`src/sv/wfis_pkg.sv`:
```
// ----------------------------------------------------------------------------
// wfis_pkg
// Shared types, constants and the route table of the wire-follow sequencer.
// ----------------------------------------------------------------------------
package wfis_pkg;

    localparam int LEVEL_W  = 14;
    localparam int RUN_W    = 8;
    localparam int COOL_W   = 10;
    localparam int PATH_W   = 2;
    localparam int DUTY_W   = 7;
    localparam int INDEX_W  = 8;

    localparam int CROSSINGS_PER_ROUTE = 8;
    localparam int ROUTE_COUNT         = 3;
    localparam int ROM_ROWS            = 3;
    localparam int ROM_COLS            = 8;

    localparam logic [DUTY_W-1:0] PIVOT_DUTY = 7'd14;
    localparam logic [DUTY_W-1:0] DUTY_MAX   = 7'd100;

    localparam logic [LEVEL_W-1:0] HIGH_LEVEL_RST = 14'd2480;
    localparam logic [LEVEL_W-1:0] LOW_LEVEL_RST  = 14'd1240;
    localparam logic [LEVEL_W-1:0] DEADBAND_RST   = 14'd1091;
    localparam logic [RUN_W-1:0]   DEBOUNCE_RST   = 8'd1;
    localparam logic [COOL_W-1:0]  COOLDOWN_RST   = 10'd117;
    localparam logic [COOL_W-1:0]  LOCKOUT_RST    = 10'd67;
    localparam logic [PATH_W-1:0]  PATH_RST       = 2'd1;
    localparam logic [DUTY_W-1:0]  CRUISE_RST     = 7'd60;

    typedef enum logic [1:0] {
        ACT_FWD   = 2'd0,
        ACT_LEFT  = 2'd1,
        ACT_RIGHT = 2'd2,
        ACT_STOP  = 2'd3
    } action_t;

    typedef enum logic [2:0] {
        REG_HIGH_LEVEL = 3'd0,
        REG_LOW_LEVEL  = 3'd1,
        REG_DEADBAND   = 3'd2,
        REG_DEBOUNCE   = 3'd3,
        REG_COOLDOWN   = 3'd4,
        REG_LOCKOUT    = 3'd5,
        REG_PATH       = 3'd6,
        REG_CRUISE     = 3'd7
    } reg_idx_t;

    typedef struct packed {
        logic [LEVEL_W-1:0] center_high_level;
        logic [LEVEL_W-1:0] center_low_level;
        logic [LEVEL_W-1:0] steer_deadband;
        logic [RUN_W-1:0]   debounce_samples;
        logic [COOL_W-1:0]  cooldown_samples;
        logic [COOL_W-1:0]  startup_lockout_samples;
        logic [PATH_W-1:0]  path_select;
        logic [DUTY_W-1:0]  cruise_speed;
    } cfg_t;

    typedef struct packed {
        logic               seen;
        action_t            action;
        logic [INDEX_W-1:0] done;
        logic               finished;
        logic               steer_en;
    } det_out_t;

    typedef struct packed {
        logic [DUTY_W-1:0] left_duty;
        logic [DUTY_W-1:0] right_duty;
        logic              left_reverse;
        logic              right_reverse;
    } motor_t;

    localparam logic [1:0] ROUTE_ROM [ROM_ROWS][ROM_COLS] = '{
        '{2'd0, 2'd1, 2'd1, 2'd0, 2'd2, 2'd1, 2'd2, 2'd3},
        '{2'd1, 2'd2, 2'd1, 2'd2, 2'd0, 2'd0, 2'd3, 2'd3},
        '{2'd2, 2'd0, 2'd2, 2'd1, 2'd2, 2'd1, 2'd0, 2'd3}
    };

    // Anything outside the stored table, or outside the route shape, means stop.
    function automatic action_t route_lookup(logic [PATH_W-1:0] row,
                                             logic [INDEX_W-1:0] col);
        action_t act;
        act = ACT_STOP;
        if (int'(row) < ROUTE_COUNT && int'(col) < CROSSINGS_PER_ROUTE &&
            int'(row) < ROM_ROWS && int'(col) < ROM_COLS)
        begin
            act = action_t'(ROUTE_ROM[row[1:0]][col[2:0]]);
        end
        return act;
    endfunction

endpackage

```
`src/sv/wfis_regs.sv`:
```
// ----------------------------------------------------------------------------
// wfis_regs
// Configuration register file behind a simple APB-style port.
// ----------------------------------------------------------------------------
module wfis_regs
    import wfis_pkg::*;
(
    input  logic        clk,
    input  logic        rst_n,
    input  logic        psel,
    input  logic        penable,
    input  logic        pwrite,
    input  logic [4:0]  paddr,
    input  logic [31:0] pwdata,
    output logic [31:0] prdata,
    output logic        pready,
    output cfg_t        cfg
);

    cfg_t     cfg_reg;
    reg_idx_t idx;
    logic     wr_en;

    assign pready = 1'b1;
    assign idx    = reg_idx_t'(paddr[4:2]);
    assign wr_en  = psel && penable && pwrite && pready;
    assign cfg    = cfg_reg;

    always_ff @(posedge clk or negedge rst_n)
    begin
        if (!rst_n)
        begin
            cfg_reg.center_high_level       <= HIGH_LEVEL_RST;
            cfg_reg.center_low_level        <= LOW_LEVEL_RST;
            cfg_reg.steer_deadband          <= DEADBAND_RST;
            cfg_reg.debounce_samples        <= DEBOUNCE_RST;
            cfg_reg.cooldown_samples        <= COOLDOWN_RST;
            cfg_reg.startup_lockout_samples <= LOCKOUT_RST;
            cfg_reg.path_select             <= PATH_RST;
            cfg_reg.cruise_speed            <= CRUISE_RST;
        end
        else if (wr_en)
        begin
            unique case (idx)
                REG_HIGH_LEVEL: cfg_reg.center_high_level       <= pwdata[LEVEL_W-1:0];
                REG_LOW_LEVEL:  cfg_reg.center_low_level        <= pwdata[LEVEL_W-1:0];
                REG_DEADBAND:   cfg_reg.steer_deadband          <= pwdata[LEVEL_W-1:0];
                REG_DEBOUNCE:   cfg_reg.debounce_samples        <= pwdata[RUN_W-1:0];
                REG_COOLDOWN:   cfg_reg.cooldown_samples        <= pwdata[COOL_W-1:0];
                REG_LOCKOUT:    cfg_reg.startup_lockout_samples <= pwdata[COOL_W-1:0];
                REG_PATH:       cfg_reg.path_select             <= pwdata[PATH_W-1:0];
                REG_CRUISE:     cfg_reg.cruise_speed            <= pwdata[DUTY_W-1:0];
                default:        cfg_reg <= cfg_reg;
            endcase
        end
    end

    always_comb
    begin
        unique case (idx)
            REG_HIGH_LEVEL: prdata = 32'(cfg_reg.center_high_level);
            REG_LOW_LEVEL:  prdata = 32'(cfg_reg.center_low_level);
            REG_DEADBAND:   prdata = 32'(cfg_reg.steer_deadband);
            REG_DEBOUNCE:   prdata = 32'(cfg_reg.debounce_samples);
            REG_COOLDOWN:   prdata = 32'(cfg_reg.cooldown_samples);
            REG_LOCKOUT:    prdata = 32'(cfg_reg.startup_lockout_samples);
            REG_PATH:       prdata = 32'(cfg_reg.path_select);
            REG_CRUISE:     prdata = 32'(cfg_reg.cruise_speed);
            default:        prdata = 32'd0;
        endcase
    end

endmodule

```
`src/sv/wfis_detect.sv`:
```
// ----------------------------------------------------------------------------
// wfis_detect
// Cooldown timer, center-coil hysteresis detector and route sequencing.
// ----------------------------------------------------------------------------
module wfis_detect
    import wfis_pkg::*;
(
    input  logic               clk,
    input  logic               rst_n,
    input  logic               advance,
    input  logic [LEVEL_W-1:0] center_level,
    input  cfg_t               cfg,
    output det_out_t           det
);

    logic [COOL_W-1:0]  cooldown_reg, cooldown_next, cooldown_dec;
    logic               armed_reg, armed_next;
    logic [RUN_W-1:0]   high_run_reg, high_run_next, high_inc;
    logic [RUN_W-1:0]   low_run_reg, low_run_next, low_inc;
    logic [INDEX_W-1:0] index_reg, index_next;
    logic               finished_reg, finished_next;
    logic               seen;
    action_t            act;

    assign cooldown_dec = (cooldown_reg != '0) ? cooldown_reg - 1'b1 : '0;
    assign high_inc     = (high_run_reg != '1) ? high_run_reg + 1'b1 : high_run_reg;
    assign low_inc      = (low_run_reg != '1) ? low_run_reg + 1'b1 : low_run_reg;

    always_comb
    begin
        cooldown_next = cooldown_dec;
        armed_next    = armed_reg;
        high_run_next = high_run_reg;
        low_run_next  = low_run_reg;
        index_next    = index_reg;
        finished_next = finished_reg;
        seen          = 1'b0;
        act           = ACT_FWD;
        if (!finished_reg)
        begin
            if (armed_reg)
            begin
                if (cooldown_dec == '0 && center_level > cfg.center_high_level)
                begin
                    high_run_next = high_inc;
                    low_run_next  = '0;
                    if (high_inc >= cfg.debounce_samples)
                    begin
                        armed_next    = 1'b0;
                        high_run_next = '0;
                        seen          = 1'b1;
                        act           = route_lookup(cfg.path_select, index_reg);
                        finished_next = (act == ACT_STOP);
                        if (index_reg != '1)
                        begin
                            index_next = index_reg + 1'b1;
                        end
                        cooldown_next = cfg.cooldown_samples;
                    end
                end
                else
                begin
                    high_run_next = '0;
                end
            end
            else
            begin
                if (center_level < cfg.center_low_level)
                begin
                    low_run_next = low_inc;
                    if (low_inc >= cfg.debounce_samples)
                    begin
                        armed_next   = 1'b1;
                        low_run_next = '0;
                    end
                end
                else
                begin
                    low_run_next = '0;
                end
            end
        end
    end

    assign det.seen     = seen;
    assign det.action   = act;
    assign det.done     = index_next;
    assign det.finished = finished_next;
    assign det.steer_en = !seen && !finished_reg;

    always_ff @(posedge clk or negedge rst_n)
    begin
        if (!rst_n)
        begin
            cooldown_reg <= LOCKOUT_RST;
            armed_reg    <= 1'b1;
            high_run_reg <= '0;
            low_run_reg  <= '0;
            index_reg    <= '0;
            finished_reg <= 1'b0;
        end
        else if (advance)
        begin
            cooldown_reg <= cooldown_next;
            armed_reg    <= armed_next;
            high_run_reg <= high_run_next;
            low_run_reg  <= low_run_next;
            index_reg    <= index_next;
            finished_reg <= finished_next;
        end
    end

    // Once the route is finished it stays finished until reset.
    assert property (@(posedge clk) disable iff (!rst_n)
        finished_reg |=> finished_reg)
        else $error("finished state was left");

    // Each run counter only lives on its own side of the hysteresis.
    assert property (@(posedge clk) disable iff (!rst_n)
        !armed_reg |-> high_run_reg == '0)
        else $error("high run counting while disarmed");

    assert property (@(posedge clk) disable iff (!rst_n)
        armed_reg |-> low_run_reg == '0)
        else $error("low run counting while armed");

    // The crossing count moves only on a confirmed crossing.
    assert property (@(posedge clk) disable iff (!rst_n)
        !(advance && seen) |=> $stable(index_reg))
        else $error("crossing count moved without a crossing");

endmodule

```
`src/sv/wfis_steer.sv`:
```
// ----------------------------------------------------------------------------
// wfis_steer
// Left-minus-right steering with a deadband and a trimmed right wheel.
// ----------------------------------------------------------------------------
module wfis_steer
    import wfis_pkg::*;
(
    input  logic [LEVEL_W-1:0] left_level,
    input  logic [LEVEL_W-1:0] right_level,
    input  cfg_t               cfg,
    input  logic               enable,
    output motor_t             motor
);

    logic signed [LEVEL_W+1:0] diff;
    logic signed [LEVEL_W+1:0] band;
    logic [DUTY_W-1:0]         cruise;
    logic [9:0]                scaled;
    logic [17:0]               recip;
    logic [DUTY_W-1:0]         trimmed;

    assign diff   = $signed({2'b00, left_level}) - $signed({2'b00, right_level});
    assign band   = $signed({2'b00, cfg.steer_deadband});
    assign cruise = (cfg.cruise_speed > DUTY_MAX) ? DUTY_MAX : cfg.cruise_speed;

    // 90 percent of cruise: times 9, then divide by 10 as times 205 over 2048,
    // which is exact for every value up to 900.
    assign scaled  = 10'(cruise) * 10'd9;
    assign recip   = 18'(scaled) * 18'd205;
    assign trimmed = recip[17:11];

    always_comb
    begin
        motor = '0;
        if (enable)
        begin
            priority if (diff > band)
            begin
                motor.left_reverse = 1'b1;
                motor.left_duty    = PIVOT_DUTY;
                motor.right_duty   = cruise;
            end
            else if (diff < -band)
            begin
                motor.right_reverse = 1'b1;
                motor.left_duty     = cruise;
                motor.right_duty    = PIVOT_DUTY;
            end
            else
            begin
                motor.left_duty  = cruise;
                motor.right_duty = trimmed;
            end
        end
    end

endmodule

```
`src/sv/wire_follow_intersection_sequencer.sv`:
```
// ----------------------------------------------------------------------------
// wire_follow_intersection_sequencer
// Coil-sample crossing detector, route sequencer and steering controller.
// ----------------------------------------------------------------------------
// Each word on the slave stream is one control-period sample of the left,
// right and center coils; each produces exactly one result word. A sample is
// captured in an input register, worked on combinationally, and lands in the
// result register, so the block takes one word per clock while the master
// side keeps taking results. The input register can hold one more sample
// while a result waits on the master side; then the input stalls. Configuration
// writes take effect on the next sample; a lockout write has no effect, as
// reset loads the fixed LOCKOUT_RST value into the cooldown.
module wire_follow_intersection_sequencer
    import wfis_pkg::*;
(
    input  logic        clk,
    input  logic        rst_n,
    // APB-style configuration port
    input  logic        psel,
    input  logic        penable,
    input  logic        pwrite,
    input  logic [4:0]  paddr,
    input  logic [31:0] pwdata,
    output logic [31:0] prdata,
    output logic        pready,
    // Sample stream
    input  logic        s_tvalid,
    output logic        s_tready,
    input  logic [47:0] s_tdata,   // left_level[13:0], right_level[27:14],
                                   // center_level[41:28], zeros above
    // Result stream
    output logic        m_tvalid,
    input  logic        m_tready,
    output logic [31:0] m_tdata    // left_duty[6:0], right_duty[13:7],
                                   // left_reverse[14], right_reverse[15],
                                   // crossing_seen[16], crossing_action[18:17],
                                   // crossings_done[26:19], route_finished[27]
);

    localparam int RES_W = 2*DUTY_W + 3 + 2 + INDEX_W + 1;

    cfg_t               cfg;
    det_out_t           det;
    motor_t             motor;
    logic               in_valid_reg;
    logic [LEVEL_W-1:0] left_reg, right_reg, center_reg;
    logic               out_valid_reg;
    logic [RES_W-1:0]   out_reg, out_next;
    logic               advance;

    wfis_regs u_regs (
        .clk     (clk),
        .rst_n   (rst_n),
        .psel    (psel),
        .penable (penable),
        .pwrite  (pwrite),
        .paddr   (paddr),
        .pwdata  (pwdata),
        .prdata  (prdata),
        .pready  (pready),
        .cfg     (cfg)
    );

    // The sample moves on when the result register is free or being emptied.
    assign advance  = in_valid_reg && (!out_valid_reg || m_tready);
    assign s_tready = !in_valid_reg || advance;

    wfis_detect u_detect (
        .clk          (clk),
        .rst_n        (rst_n),
        .advance      (advance),
        .center_level (center_reg),
        .cfg          (cfg),
        .det          (det)
    );

    wfis_steer u_steer (
        .left_level  (left_reg),
        .right_level (right_reg),
        .cfg         (cfg),
        .enable      (det.steer_en),
        .motor       (motor)
    );

    assign out_next = {det.finished, det.done, det.action, det.seen,
                       motor.right_reverse, motor.left_reverse,
                       motor.right_duty, motor.left_duty};

    always_ff @(posedge clk or negedge rst_n)
    begin
        if (!rst_n)
        begin
            in_valid_reg  <= 1'b0;
            out_valid_reg <= 1'b0;
        end
        else
        begin
            if (s_tready)
            begin
                in_valid_reg <= s_tvalid;
            end
            if (advance)
            begin
                out_valid_reg <= 1'b1;
            end
            else if (m_tready)
            begin
                out_valid_reg <= 1'b0;
            end
        end
    end

    always_ff @(posedge clk)
    begin
        if (s_tvalid && s_tready)
        begin
            left_reg   <= s_tdata[13:0];
            right_reg  <= s_tdata[27:14];
            center_reg <= s_tdata[41:28];
        end
        if (advance)
        begin
            out_reg <= out_next;
        end
    end

    assign m_tvalid = out_valid_reg;
    assign m_tdata  = {(32-RES_W)'(0), out_reg};

    // A crossing sample leaves the motor fields to the turn sequencer.
    assert property (@(posedge clk) disable iff (!rst_n)
        m_tvalid && m_tdata[16] |-> m_tdata[15:0] == 16'd0)
        else $error("motor fields driven on a crossing sample");

    // A finished route keeps the motors off.
    assert property (@(posedge clk) disable iff (!rst_n)
        m_tvalid && m_tdata[27] |-> m_tdata[15:0] == 16'd0)
        else $error("motors driven after the route finished");

    // With the result register empty the input side never stalls.
    assert property (@(posedge clk) disable iff (!rst_n)
        !out_valid_reg |-> s_tready)
        else $error("input stalled with an empty result register");

endmodule

```
`config.mk`:
```
export PLATFORM = sky130hd
export DESIGN_NAME = wire_follow_intersection_sequencer
export DESIGN_NICKNAME = d
export VERILOG_FILES = /design/src/sv/wfis_pkg.sv /design/src/sv/wfis_regs.sv /design/src/sv/wfis_detect.sv /design/src/sv/wfis_steer.sv /design/src/sv/wire_follow_intersection_sequencer.sv
export SDC_FILE = /design/constraint.sdc
export NUM_CORES = 1
export LEC_CHECK = 0
export BUFFER_PORTS_ARGS = -buffer_cell sky130_fd_sc_hd__clkbuf_2
export CAP_MARGIN = 20
export CORE_MARGIN = 2
export CORE_UTILIZATION = 45
export CTS_CLUSTER_DIAMETER = 40
export CTS_CLUSTER_SIZE = 24
export DETAILED_ROUTE_END_ITERATION = 10
export HOLD_SLACK_MARGIN = 0.15
export SYNTH_ARGS = -nofsm -noshare
export SYNTH_HDL_FRONTEND = slang
export SYNTH_SLANG_ARGS = --single-unit
```
`constraint.sdc`:
```
create_clock -name clk -period 14.7 [get_ports clk]
set_clock_uncertainty 0.15 [all_clocks]
set_input_delay 1.47 -clock clk [delete_from_list [all_inputs] [get_ports clk]]
set_output_delay 1.47 -clock clk [all_outputs]
set_load 0.005 [all_outputs]
```
Word level (Yosys, flattened, before mapping)
Index checks and enable logic that the tools add are counted.
{ "op_classes": {"n_addsub": 6, "multipliers": 2, "order_cmp": 11, "n_eq_ne": 12, "mux": 50, "n_bitwise": 7, "reduce_logical": 32} }
{ "ops": {"columns": ["cell", "n"], "rows": [
  ["$pmux 32 s8", 1],
  ["$mux 8", 13],
  ["$mux 10", 5],
  ["$bmux 16 s2", 1],
  ["$mux 16", 2],
  ["$add 8x1->8 const B", 3],
  ["$ne 8x8->1 const B", 3],
  ["$mul 10x8->18 const B", 1],
  ["$reduce_and 2->1", 9],
  ["$mux 1", 17],
  ["$ge 8x8->1", 2],
  ["$gt 16x15->1", 1],
  ["$lt 16x16->1", 1],
  ["$neg 14->16", 1],
  ["$sub 14x14->15", 1],
  ["$gt 14x14->1", 1],
  ["$lt 14x14->1", 1],
  ["$mux 2", 7],
  ["$mux 7", 2],
  ["$eq 3x3->1 const B", 4],
  ["$mux 11", 1],
  ["$logic_not 10->1", 1],
  ["$mul 7x4->10 const B", 1],
  ["$reduce_bool 10->1", 1],
  ["22 further kinds", 40]
]} }
{ "totals": {"regBits": 187, "output_inout_bits": 67, "wordCells": 143} }

Longest topological paths before layout
Gate-level depths: netlist of the first run.
{ "depth": {"ltp_word": 17, "mapped_depth": 27, "ltp_nobuf": 26} }

Hierarchy
Synthesis of the first run repeated with hierarchy kept, for this count alone.
{ "unflattened": {"cells_unflattened": 1281, "hier_area_um2": 13230.2} }
{ "modules_own_cells": {"columns": ["module", "instances", "cells_each", "area_each_um2"], "rows": [
  ["wfis_regs", 1, 313, 3947.5],
  ["wfis_detect", 1, 445, 3592.2],
  ["wfis_steer", 1, 440, 3450.8],
  ["wire_follow_intersection_sequencer", 1, 83, 2239.6]
]} }

Worst setup path before layout of the first run
No wires, ideal clock.
{ "synth_timing": {"path_kind": "register to register", "start": "register u_regs.cfg_reg, in the netlist u_regs.cfg[5]", "end": "register out_reg[9], data pin", "arrival_ns": 6.098, "t_required_ns": 14.271, "path_slack_ns": 8.173, "stages_incl_launch_ff": 28, "n_path_buf": 1, "synth_period_minus_slack_ns": 6.527, "path_cell_list": "dfstp_2 > clkbuf_1 > o311ai_0 > nand2_1 > inv_1 > ha_1 > ha_1 > inv_1 > fa_1 > inv_1 > a21o_1 > a21oi_1 > xnor2_1 > ha_1 > fa_1 > inv_1 > fa_1 > fa_1 > inv_1 > ha_1 > and3_1 > a221oi_1 > o21ai_0 > and2_1 > o21a_1 > or3_1 > nand2_1 > a311oi_1"} }
{ "synth_via": {"elab_chain_cells": 6} }
{ "synth_rtl": {"columns": ["element", "line", "text"], "rows": [
  ["start: declaration", "wfis_regs.sv:20", "cfg_t cfg_reg;"],
  ["start signal: assignment", "wfis_regs.sv:53", "default: cfg_reg <= cfg_reg;"],
  ["$gt 7x7->1", "wfis_steer.sv:24", "assign cruise = (cfg.cruise_speed > DUTY_MAX) ? DUTY_MAX : cfg.cruise_speed;"],
  ["$mux 7 *", "wfis_steer.sv:24", null],
  ["$mul 7x4->10", "wfis_steer.sv:28", "assign scaled = 10'(cruise) * 10'd9;"],
  ["$mul 10x8->18", "wfis_steer.sv:29", "assign recip = 18'(scaled) * 18'd205;"],
  ["$mux 7", "wfis_steer.sv:43", "else if (diff < -band)"],
  ["$mux 11 *", "wfis_steer.sv:37", "priority if (diff > band)"],
  ["end signal: assignment", "wire_follow_intersection_sequencer.sv:123", "out_reg <= out_next;"],
  ["end: declaration", "wire_follow_intersection_sequencer.sv:48", "logic [RES_W-1:0] out_reg, out_next;"]
]} }
Mark *: on every way between the ends. The rest lies on a longest branch, timed or not.
A chain may end at the register's enable or synchronous reset.

Worst setup path after layout of the first run
Ends and elaborated chain as after synthesis.

==> summary.md, run 1 <==
| Metric | Value |
|---|---|
| Rel. slew slack | `32.3%` |
| Fillers | `approximately 2600` |
| Most frequent cells in the layout | `146 x ha_1, 134 x inv_1, 108 x clkbuf_2, 95 x nand2_1` |
| Yosys reg bits | `between 150 and 200` |
| Power per Cell Area | `between 150 and 200 nW/um2` |
| Syn avg cell area | `~10 um2` |
| Initial cell density of the core | `approximately 46%` |
| Reg2reg setup slack | `~7.6 ns` |
| Setup TNS | `0 ns` |
| End of the worst register-to-register path | `out_reg[9]` |
| Leak | `approximately 6.6 nW` |
| I/O pins | `around 160` |
| Hold Vio Cnt, Final | `0` |
| Hold crit path type | `reg2reg` |
| Final ANT Viol Nets | `0` |
| Worst Path Arrival | `7.18 ns` |
| Max Slew Vio Count | `0` |
| Period utilisation layout | `between 40% and 50%` |
| Routed via count | `approximately 9500` |
| Hold EP | `m_tvalid` |
| TritonCTS buffer count | `17` |
| Post-route DRC | `0` |
| Reg2reg start | `u_regs.cfg[5]` |
| Max Freq | `140 MHz` |
| Startpoint Class | `flip-flop` |
| Resize count post-CTS | `0` |
| Initial antenna violation count | `0` |
| Layout cells sized above 1 | `around 18%` |
| MaxCap Viol Count | `0` |
| Multi-input logic area | `6930 um2` |
| CORE AREA | `about 28000 um2` |
| Status | `finished, final reports clean` |
| WS Path Type | `reg2reg` |
| Area delta synth->final | `11.2%` |
| Power Total | `between 2 and 2.5 mW` |
| Global-route wire length before repair | `49.1 mm` |
| Die ar. | `a little under 30000 um2` |
| Register area | `roughly 5000 um2` |
| DIE WIDTH | `about 170 um` |
| CTS tree | `yes` |
| Req. time, crit path | `14.74 ns` |
| Dpl hpwl | `22.8 mm` |
| Max stage delay on crit path | `about 0.7 ns` |
| Height of the die | `172 um` |
| Clock sinks | `about 190` |
| Worst Reg-to-Reg Cells | `26` |
| Port bufs | `109` |
| Diode count | `0` |
| Vias per cell | `approximately 5.4` |
| Post-CTS setup buffers | `0` |
| Post-synth EDFFs | `70` |
| Clock root cell | `clkbuf_16` |
| Number of flip-flops in the largest register | `79` |
| Worst Path Max Fanout | `10` |
| GP Congestion | `around 0.86` |
| Rows | `61` |
| Hold-fix buffers at CTS | `0` |
| Largest net degree at the start of global routing | `69` |
| RSZ-0062 raised after global routing | `false` |
| Worst slew pin tran | `1.01 ns` |
| Total track usage | `between 20% and 30%` |
| TritonRoute pass-1 iters | `5` |
| Number of global-route vias before repair | `roughly 9400` |
| Async SR Flop Fraction | `a little over three fifths` |
| Drt wl/cell | `17.1 um` |
| WHS | `0.349 ns` |
| Initial drt markers | `roughly 600` |
| CP Capture Type | `flip-flop` |
| Final WL | `30.1 mm` |
| Hold_sp | `in_valid_reg` |
| Sequential area share after synthesis | `39.7%` |
| Ys flop type | `dfrtp_1` |
| Cell mode on critical path | `inv_1` |
| VDD IR max | `around 150 uV` |
| Max clock buf depth | `2` |
| Critical Path Slowest Stage Cell | `dfstp_2` |
| Final min period | `approximately 7.1 ns` |
| # H-tree levels | `4` |
| Layout net count | `1626` |
| Worst-path clk slew | `approximately 0.08 ns` |
| Commonest non-fill, non-tap cell in the layout | `ha_1` |
| Final setup violation count | `0` |
| Post-route setup slack | `7.57 ns` |
| Clk Latency, worst-skew pair | `about 0.46 ns` |
| Number of distinct library cells after synthesis | `between 70 and 80` |
| Pre-CTS WS | `7.60 ns` |
| Hold Path Cell Cnt | `1` |
| Yosys synthesis warning count | `0` |
| Post-Synthesis Cells | `between 1000 and 1500` |
| Grt ovf | `0` |
| Post-synthesis cell area | `12800 um2` |
==> how the worst max path moves through the flow <==
stage | start | endpoint | slack, ns | depth (start not counted)
final | u_regs.cfg[5] | out_reg[9] | 7.57 | 26
after global routing | u_regs.cfg[5] | out_reg[9] | 7.10 | 24
after CTS | u_regs.cfg[5] | out_reg[9] | 7.59 | 24
after detailed placement | u_regs.cfg[5] | out_reg[9] | 7.60 | 24
after global placement | u_regs.cfg[5] | out_reg[9] | 7.69 | 22
after floorplan | u_regs.cfg[5] | out_reg[9] | 8.17 | 27
==> power by group <==
part / internal (mW) / switching [mW]
Clock: 0.235 / 0.253
Combinational: 0.555 / 0.692
Sequential: 0.657 / 0.0678
Total: 1.45 / 1.01
==> cells in the mapped netlist, types with 5 or more instances <==
library cell	count	share of area (%)
buf_1	5	0.15
clkbuf_1	26	0.76
a21o_1	19	1.1
buf_2	5	0.20
or3_1	5	0.25
ha_1	146	14
mux2i_1	12	0.94
fa_1	18	2.8
a22o_1	9	0.62
o211ai_1	6	0.35
nand3b_1	6	0.35
dfrtp_1	85	17
o21ai_0	84	3.3
and3_1	10	0.49
nand2b_1	12	0.59
nand3_1	27	1.1
nor3_1	27	1.1
nand2_1	95	2.8
a21oi_1	64	2.5
nor2_1	85	2.5
inv_1	134	3.9
a211oi_1	12	0.71
a31oi_1	10	0.49
mux2_2	55	4.9
o31ai_1	6	0.35
xor2_1	13	0.89
buf_4	23	1.4
nand4_1	14	0.69
edfxtp_1	70	16
xnor2_1	36	2.5
o21a_1	10	0.59
dfstp_2	32	6.6
a221oi_1	9	0.62
nor4_1	11	0.54
and2_1	13	0.64
nor2b_1	11	0.54
==> critical path, delay by kind of cell (launching register included) <==
kind                       cells  cell delay, ns
adders and majority gates      8            2.92
AOI/OAI and AO/OA              7            1.63
and+or+nand+nor                5            0.96
DFF                            1            0.68
buffers and inverters          5            0.34
xor gates and xnor gates       1            0.19
==> area by class of cell <==
type	count	area share (%)
well taps	378	3.33
flip-flops and latches	187	35.7
inverters	136	3.60
multi-input cells	913	48.8
repair buffers	115	4.18
clock buffers	17	3.00
clock inverters	15	1.33
==> metal layers <==
| metal | GRT usage [%] | up-vias | part of all wire [%] |
|---|---|---|---|
| li1 | - | 4687 | - |
| met1 | 29.6 | 4514 | 47 |
| met2 | 35.7 | 224 | 47 |
| met3 | 2.79 | 33 | 3.8 |
| met4 | 5.81 | 0 | 1.6 |
| met5 | 0 | - | 0 |
==> cells by family after synthesis <==
logic type               count (synthesis)  share of synthesized area (%)
multiplexers                            72                           6.59
flip-flops                             187                           39.7
AO/OA/AOI/OAI                          271                           13.7
adder cells (fa/ha/maj)                164                           17.1
XOR/XNOR                                49                           3.36
buffers and inverters                  197                           6.64
other                                    2                         0.0588
AND/OR/NAND/NOR                        334                           12.9
==> per-stage QoR <==
step,cell area (um2),instances,utilization (%)
finish,14200,1761,50.9
CTS,14200,1761,50.9
global route,14200,1761,50.9
floorplan,12800,1297,-
global placement,13600,1729,48.7
detailed placement,13600,1729,48.7
Power figures use the tool's default switching activity.
==> inputs of run 2 (changes only) <==
==> constraint.sdc (replaced) <==
create_clock -name clk -period 7.1 [get_ports clk]
set_clock_uncertainty 0.15 [all_clocks]
set_input_delay 0.71 -clock clk [delete_from_list [all_inputs] [get_ports clk]]
set_output_delay 0.71 -clock clk [all_outputs]
set_load 0.005 [all_outputs]
==> run 2 against run 1 <==
  * Clock-buffer cell count is 1 higher
  * Register-to-register slack lost 7.2 ns
  * Via count increased by 1.8%
  * Largest cell class unchanged
==> summary.md, run 2 (synthesized netlist as in run 1, its figures left out) <==
| Metric | Value |
|---|---|
| Status | `finished, final reports clean` |
| Fin area | `approximately 14000 um2` |
| Final setup violation count | `0` |
| Reg2reg setup slack | `0.37 ns` |
| Worst Path Arrival | `6.76 ns` |
| Most frequent cells in the layout | `146 x ha_1, 134 x inv_1, 108 x clkbuf_2, 95 x nand2_1` |
| Register area | `just over 5000 um2` |
| Cell Count, Final, Fillers Out | `roughly 1800` |
| Height of the die | `172 um` |
| Grt ovf | `0` |
| Final WL | `30.5 mm` |
| GP Congestion | `between 0.8 and 0.9` |
| Number of global-route vias before repair | `9390` |
| Max stage delay on crit path | `roughly 0.58 ns` |
| CTS tree | `yes` |
| Port bufs | `roughly 110` |
| Total track usage | `around a fifth` |
| Rel. slew slack | `23.8%` |
| Power Total | `about 5.2 mW` |
| Switching share of power | `a little over 40%` |
| MaxCap Viol Count | `0` |
| Critical Path Slowest Stage Cell | `dfstp_2` |
| CP Capture Type | `flip-flop` |
| Initial cell density of the core | `a little under half` |
| Area delta synth->final | `11.8%` |
| Sequential share of power | `28.6%` |
| Final min period | `between 6 and 7 ns` |
| Resize count post-CTS | `0` |
| Layout net count | `between 1500 and 2000` |
| Fillers | `around 2600` |
| NetSw | `roughly 2.1 mW` |
| Number of flip-flops in the largest register | `between 70 and 80` |
| Area post-placement | `13600 um2` |
| Req. time, crit path | `around 7.1 ns` |
| Hold-fix buffers at CTS | `0` |
| Dpl hpwl | `about 23 mm` |
| Worst Path Max Fanout | `5` |
| Max Freq | `~150 MHz` |
| Drt wl/cell | `between 15 and 20 um` |
| Hold Vio Cnt, Final | `0` |
| WS Path Type | `reg2reg` |
| RSZ-0062 raised after global routing | `false` |
| Die ar. | `just under 30000 um2` |
| Multi-input logic area | `a little under 7000 um2` |
| Worst slew pin tran | `~1.1 ns` |
| Clk Latency, worst-skew pair | `~0.44 ns` |
| Final ANT Viol Nets | `0` |
| # H-tree levels | `4` |
| Placed insts | `1735` |
| Int Pwr | `between 3 and 4 mW` |
| Part of the power in combinational logic | `about half` |
| Post-route DRC | `0` |
| TritonCTS buffer count | `17` |
| Commonest non-fill, non-tap cell in the layout | `ha_1` |
| Initial drt markers | `slightly below 700` |
| I/O pins | `around 160` |
| Layout cells sized above 1 | `between 10% and 20%` |
| Initial antenna violation count | `0` |
| Power per Cell Area | `between 300 and 400 nW/um2` |
| Leak | `about 6.6 nW` |
| Post-CTS setup buffers | `0` |
| DIE WIDTH | `172 um` |
| Routed via count | `slightly below 10000` |
| Hold crit path type | `in2async` |
| Max Slew Vio Count | `0` |
| Diode count | `0` |
| Setup TNS | `0 ns` |
| Clk pwr share | `approximately a fifth` |
| WHS | `roughly 0.19 ns` |
| Clock root cell | `clkbuf_16` |
| Period utilisation layout | `94.7%` |
| Vias per cell | `about 5.5` |
| Largest net degree at the start of global routing | `65` |
| VDD IR max | `355 uV` |
| Startpoint Class | `flip-flop` |
| TritonRoute pass-1 iters | `6` |
| CORE AREA | `around 28000 um2` |
| Worst-path clk slew | `about 0.080 ns` |
| Global-route wire length before repair | `between 40 and 50 mm` |
| Rows | `61` |
| Max clock buf depth | `2` |
| Clock sinks | `roughly 190` |
run 2: changes by cell type in the layout (fill, tap and decap cells not counted), sizes merged:
| cell | change |
|---|---|
| bufinv | +1 |
| buf | +6 |
| clkbuf | +1 |
| inv | -2 |
run 2: cell type report:
class,count,share of cell area [%]
Inverter,136,3.58
Timing Repair Buffer,121,4.47
Clock inverter,14,1.34
Tap cell,378,3.31
Clock buffer,18,3.08
Multi-Input combinational cell,913,48.7
Sequential cell,187,35.5
run 2: stage by stage:
| stage | utilization, % | setup WS, ns |
|---|---|---|
| 6_report | 51.2 | 0.373 |
| 2_1_floorplan | - | 0.573 |
| 3_5_place_dp | 48.9 | 0.141 |
| 4_1_cts | 51.2 | 0.124 |
| 3_3_place_gp | 48.9 | 0.253 |
| 5_1_grt | 51.2 | 0.0439 |
run 2: per-layer routing:
metal  vias to the layer above  wire length (um)  global-route usage (%)
met4                         0               558                    6.17
met3                        35              1420                    3.46
li1                       4714                 -                       -
met1                      4618             14300                    29.4
met5                         -                 0                       0
met2                       264             14200                    34.6
run 2: critical path, delay by kind of cell (launching register included):
family                   cells  cell delay [ns]
adder cells (fa/ha/maj)      8             2.95
AND/OR/NAND/NOR              6             1.19
AO/OA/AOI/OAI                6             1.17
buffers and inverters        4             0.22
XOR/XNOR                     1             0.19
flip-flops                   1             0.58
run 2: path summary, 6_finish.rpt:
kind / startpoint / to / depth (start not counted)
setup / recovery: u_regs.cfg[5] / out_reg[9] / 25
hold / removal: rst_n / u_detect.high_run_reg[7] / 1
setup reg to reg: u_regs.cfg[5] / out_reg[9] / 25
hold reg to reg: in_valid_reg / m_tvalid / 1
max in group asynchronous: rst_n / u_regs.cfg[33] / 2
min in group clk: s_tdata[38] / center_reg[10] / 1
run 2: power by group through the flow:
stage	combinational [mW]	sequential, mW	clock (mW)
after floorplan	1.99	1.46	0
after global placement	2.56	1.51	0
after detailed placement	2.59	1.52	0
after CTS	2.63	1.50	1.04
after global routing	3.17	1.52	1.08
final	2.71	1.50	1.02
==> inputs of run 3 (changes only) <==
==> constraint.sdc (replaced) <==
create_clock -name clk -period 6.2 [get_ports clk]
set_clock_uncertainty 0.15 [all_clocks]
set_input_delay 0.62 -clock clk [delete_from_list [all_inputs] [get_ports clk]]
set_output_delay 0.62 -clock clk [all_outputs]
set_load 0.005 [all_outputs]
==> run 3 against run 2 <==
  * Die area stayed put
  * Worst hold slack lost 0.023 ns
  * Final area rose by 2.2%
  * Cell count grew 1.5%
  * Highest routed layer unchanged
==> summary.md, run 3 (synthesized netlist as in run 1, its figures left out) <==
| Metric | Value |
|---|---|
| CP Capture Type | `flip-flop` |
| Fillers | `2566` |
| Routed via count | `9590` |
| Initial antenna violation count | `0` |
| Fin area | `14600 um2` |
| Max clock buf depth | `2` |
| Leak | `6.74 nW` |
| Critical Path Slowest Stage Cell | `dfstp_2` |
| # H-tree levels | `4` |
| Most frequent cells in the layout | `141 x ha_1, 126 x inv_1, 108 x clkbuf_2, 94 x nand2_1` |
| Initial cell density of the core | `45.8%` |
| Die ar. | `29700 um2` |
| Total track usage | `about a fifth` |
| Final setup violation count | `0` |
| TritonCTS buffer count | `17` |
| Clock root cell | `clkbuf_16` |
| Clock sinks | `approximately 190` |
| Largest net degree at the start of global routing | `~70` |
| Area post-placement | `around 14000 um2` |
| Rel. slew slack | `25.1%` |
| Vias per cell | `5.35` |
| Commonest non-fill, non-tap cell in the layout | `ha_1` |
| VDD IR max | `331 uV` |
| Grt ovf | `0` |
| Worst slew pin tran | `1.11 ns` |
| Max Freq | `roughly 170 MHz` |
| Layout cells sized above 1 | `22.0%` |
| Area delta synth->final | `14.2%` |
| Rows | `61` |
| Hold-fix buffers at CTS | `0` |
| Worst Path Arrival | `6.06 ns` |
| Number of flip-flops in the largest register | `79` |
| Height of the die | `172 um` |
| Worst-path clk slew | `around 0.09 ns` |
| Power per Cell Area | `between 400 and 500 nW/um2` |
| Initial drt markers | `546` |
| WS Path Type | `reg2reg` |
| MaxCap Viol Count | `0` |
| Hold Vio Cnt, Final | `0` |
| DIE WIDTH | `about 170 um` |
| Status | `finished, final reports clean` |
| Reg2reg start | `u_regs.cfg[5]` |
| Worst Reg-to-Reg Cells | `28` |
| Final min period | `between 6 and 7 ns` |
| Diode count | `0` |
| GP Congestion | `roughly 0.9` |
| Port bufs | `between 100 and 150` |
| End of the worst register-to-register path | `out_reg[7]` |
| Worst Path Max Fanout | `3` |
| Dpl hpwl | `23.1 mm` |
| Max stage delay on crit path | `0.58 ns` |
| Clk Latency, worst-skew pair | `about 0.44 ns` |
| I/O pins | `159` |
| Hold crit path type | `in2async` |
| Req. time, crit path | `6.24 ns` |
| CTS tree | `yes` |
| CORE AREA | `approximately 28000 um2` |
| Number of global-route vias before repair | `9315` |
| Global-route wire length before repair | `48.5 mm` |
| Drt wl/cell | `around 17 um` |
| TritonRoute pass-1 iters | `7` |
| Layout net count | `about 1700` |
| Power Total | `around 6.5 mW` |
| Post-route DRC | `0` |
| Final ANT Viol Nets | `0` |
| RSZ-0062 raised after global routing | `true` |
| Reg2reg setup slack | `~0.18 ns` |
| Max Slew Vio Count | `0` |
| Period utilisation layout | `a little over nine tenths` |
| Final Core Density | `between 50 and 60%` |
| Final WL | `30.5 mm` |
| Startpoint Class | `flip-flop` |
run 3: per-stage QoR:
stage / std cells / TNS [ns] / setup slack (ns) / hold slack [ns]
global placement: 1753 / -0.00883 / -0.00883 / 0.324
detailed placement: 1753 / -0.109 / -0.0792 / 0.339
CTS: 1789 / 0 / 0.00933 / 0.183
finish: 1793 / 0 / 0.182 / 0.165
global route: 1793 / -0.206 / -0.0545 / 0.183
floorplan: 1297 / 0 / 0.0200 / 0.174
run 3: layout make-up:
cell class              instances  area, um2  area share (%)
clock buffers                  17        425            2.92
clock inverters                15        186            1.28
inverters                     136        510            3.50
multi-input cells             913       7080            48.6
flip-flops and latches        187       5070            34.8
well taps                     378        473            3.24
repair buffers                147        833            5.71
run 3: where the power goes:
part | leakage, nW | switching, mW | internal, mW | total, mW
combinational | 4.37 | 1.86 | 1.76 | 3.62
clock | 0.291 | 0.589 | 0.553 | 1.14
sequential | 2.07 | 0.153 | 1.56 | 1.71
total | 6.74 | 2.60 | 3.87 | 6.47
run 3: worst max-delay path: cells and delay by family (launching register included):
kind | cells | cell delay (ns)
adders and majority gates | 8 | 2.82
buffers and inverters | 10 | 0.85
AOI/OAI and AO/OA | 6 | 0.73
DFF | 1 | 0.58
xor gates and xnor gates | 2 | 0.32
and+or+nand+nor | 2 | 0.31
run 3: metal layers:
layer	vias to the layer above	part of all wire [%]	routed length, um	global-route usage, %
met5	-	0	0	0
met4	0	1.3	396	4.71
met1	4567	47	14400	29.4
met3	24	4.1	1260	2.63
met2	249	47	14400	35.3
li1	4750	-	-	-
run 3: worst max-delay path by stage:
stage	to	slack (ns)	depth (start not counted)	from
detailed placement	out_reg[9]	-0.08	26	u_regs.cfg[3]
floorplan	out_reg[9]	0.02	26	u_regs.cfg[5]
finish	out_reg[7]	0.18	28	u_regs.cfg[5]
global route	out_reg[7]	-0.05	28	u_regs.cfg[5]
CTS	out_reg[9]	0.009	26	u_regs.cfg[5]
global placement	out_reg[9]	-0.009	26	u_regs.cfg[3]
run 3: what timing repair did:
action / CTS / global route
pin swaps: 6 / 22
gates resized for setup: 3 / 23
setup buffers: 4 / 4
endpoints found under the setup margin: 3 / 7
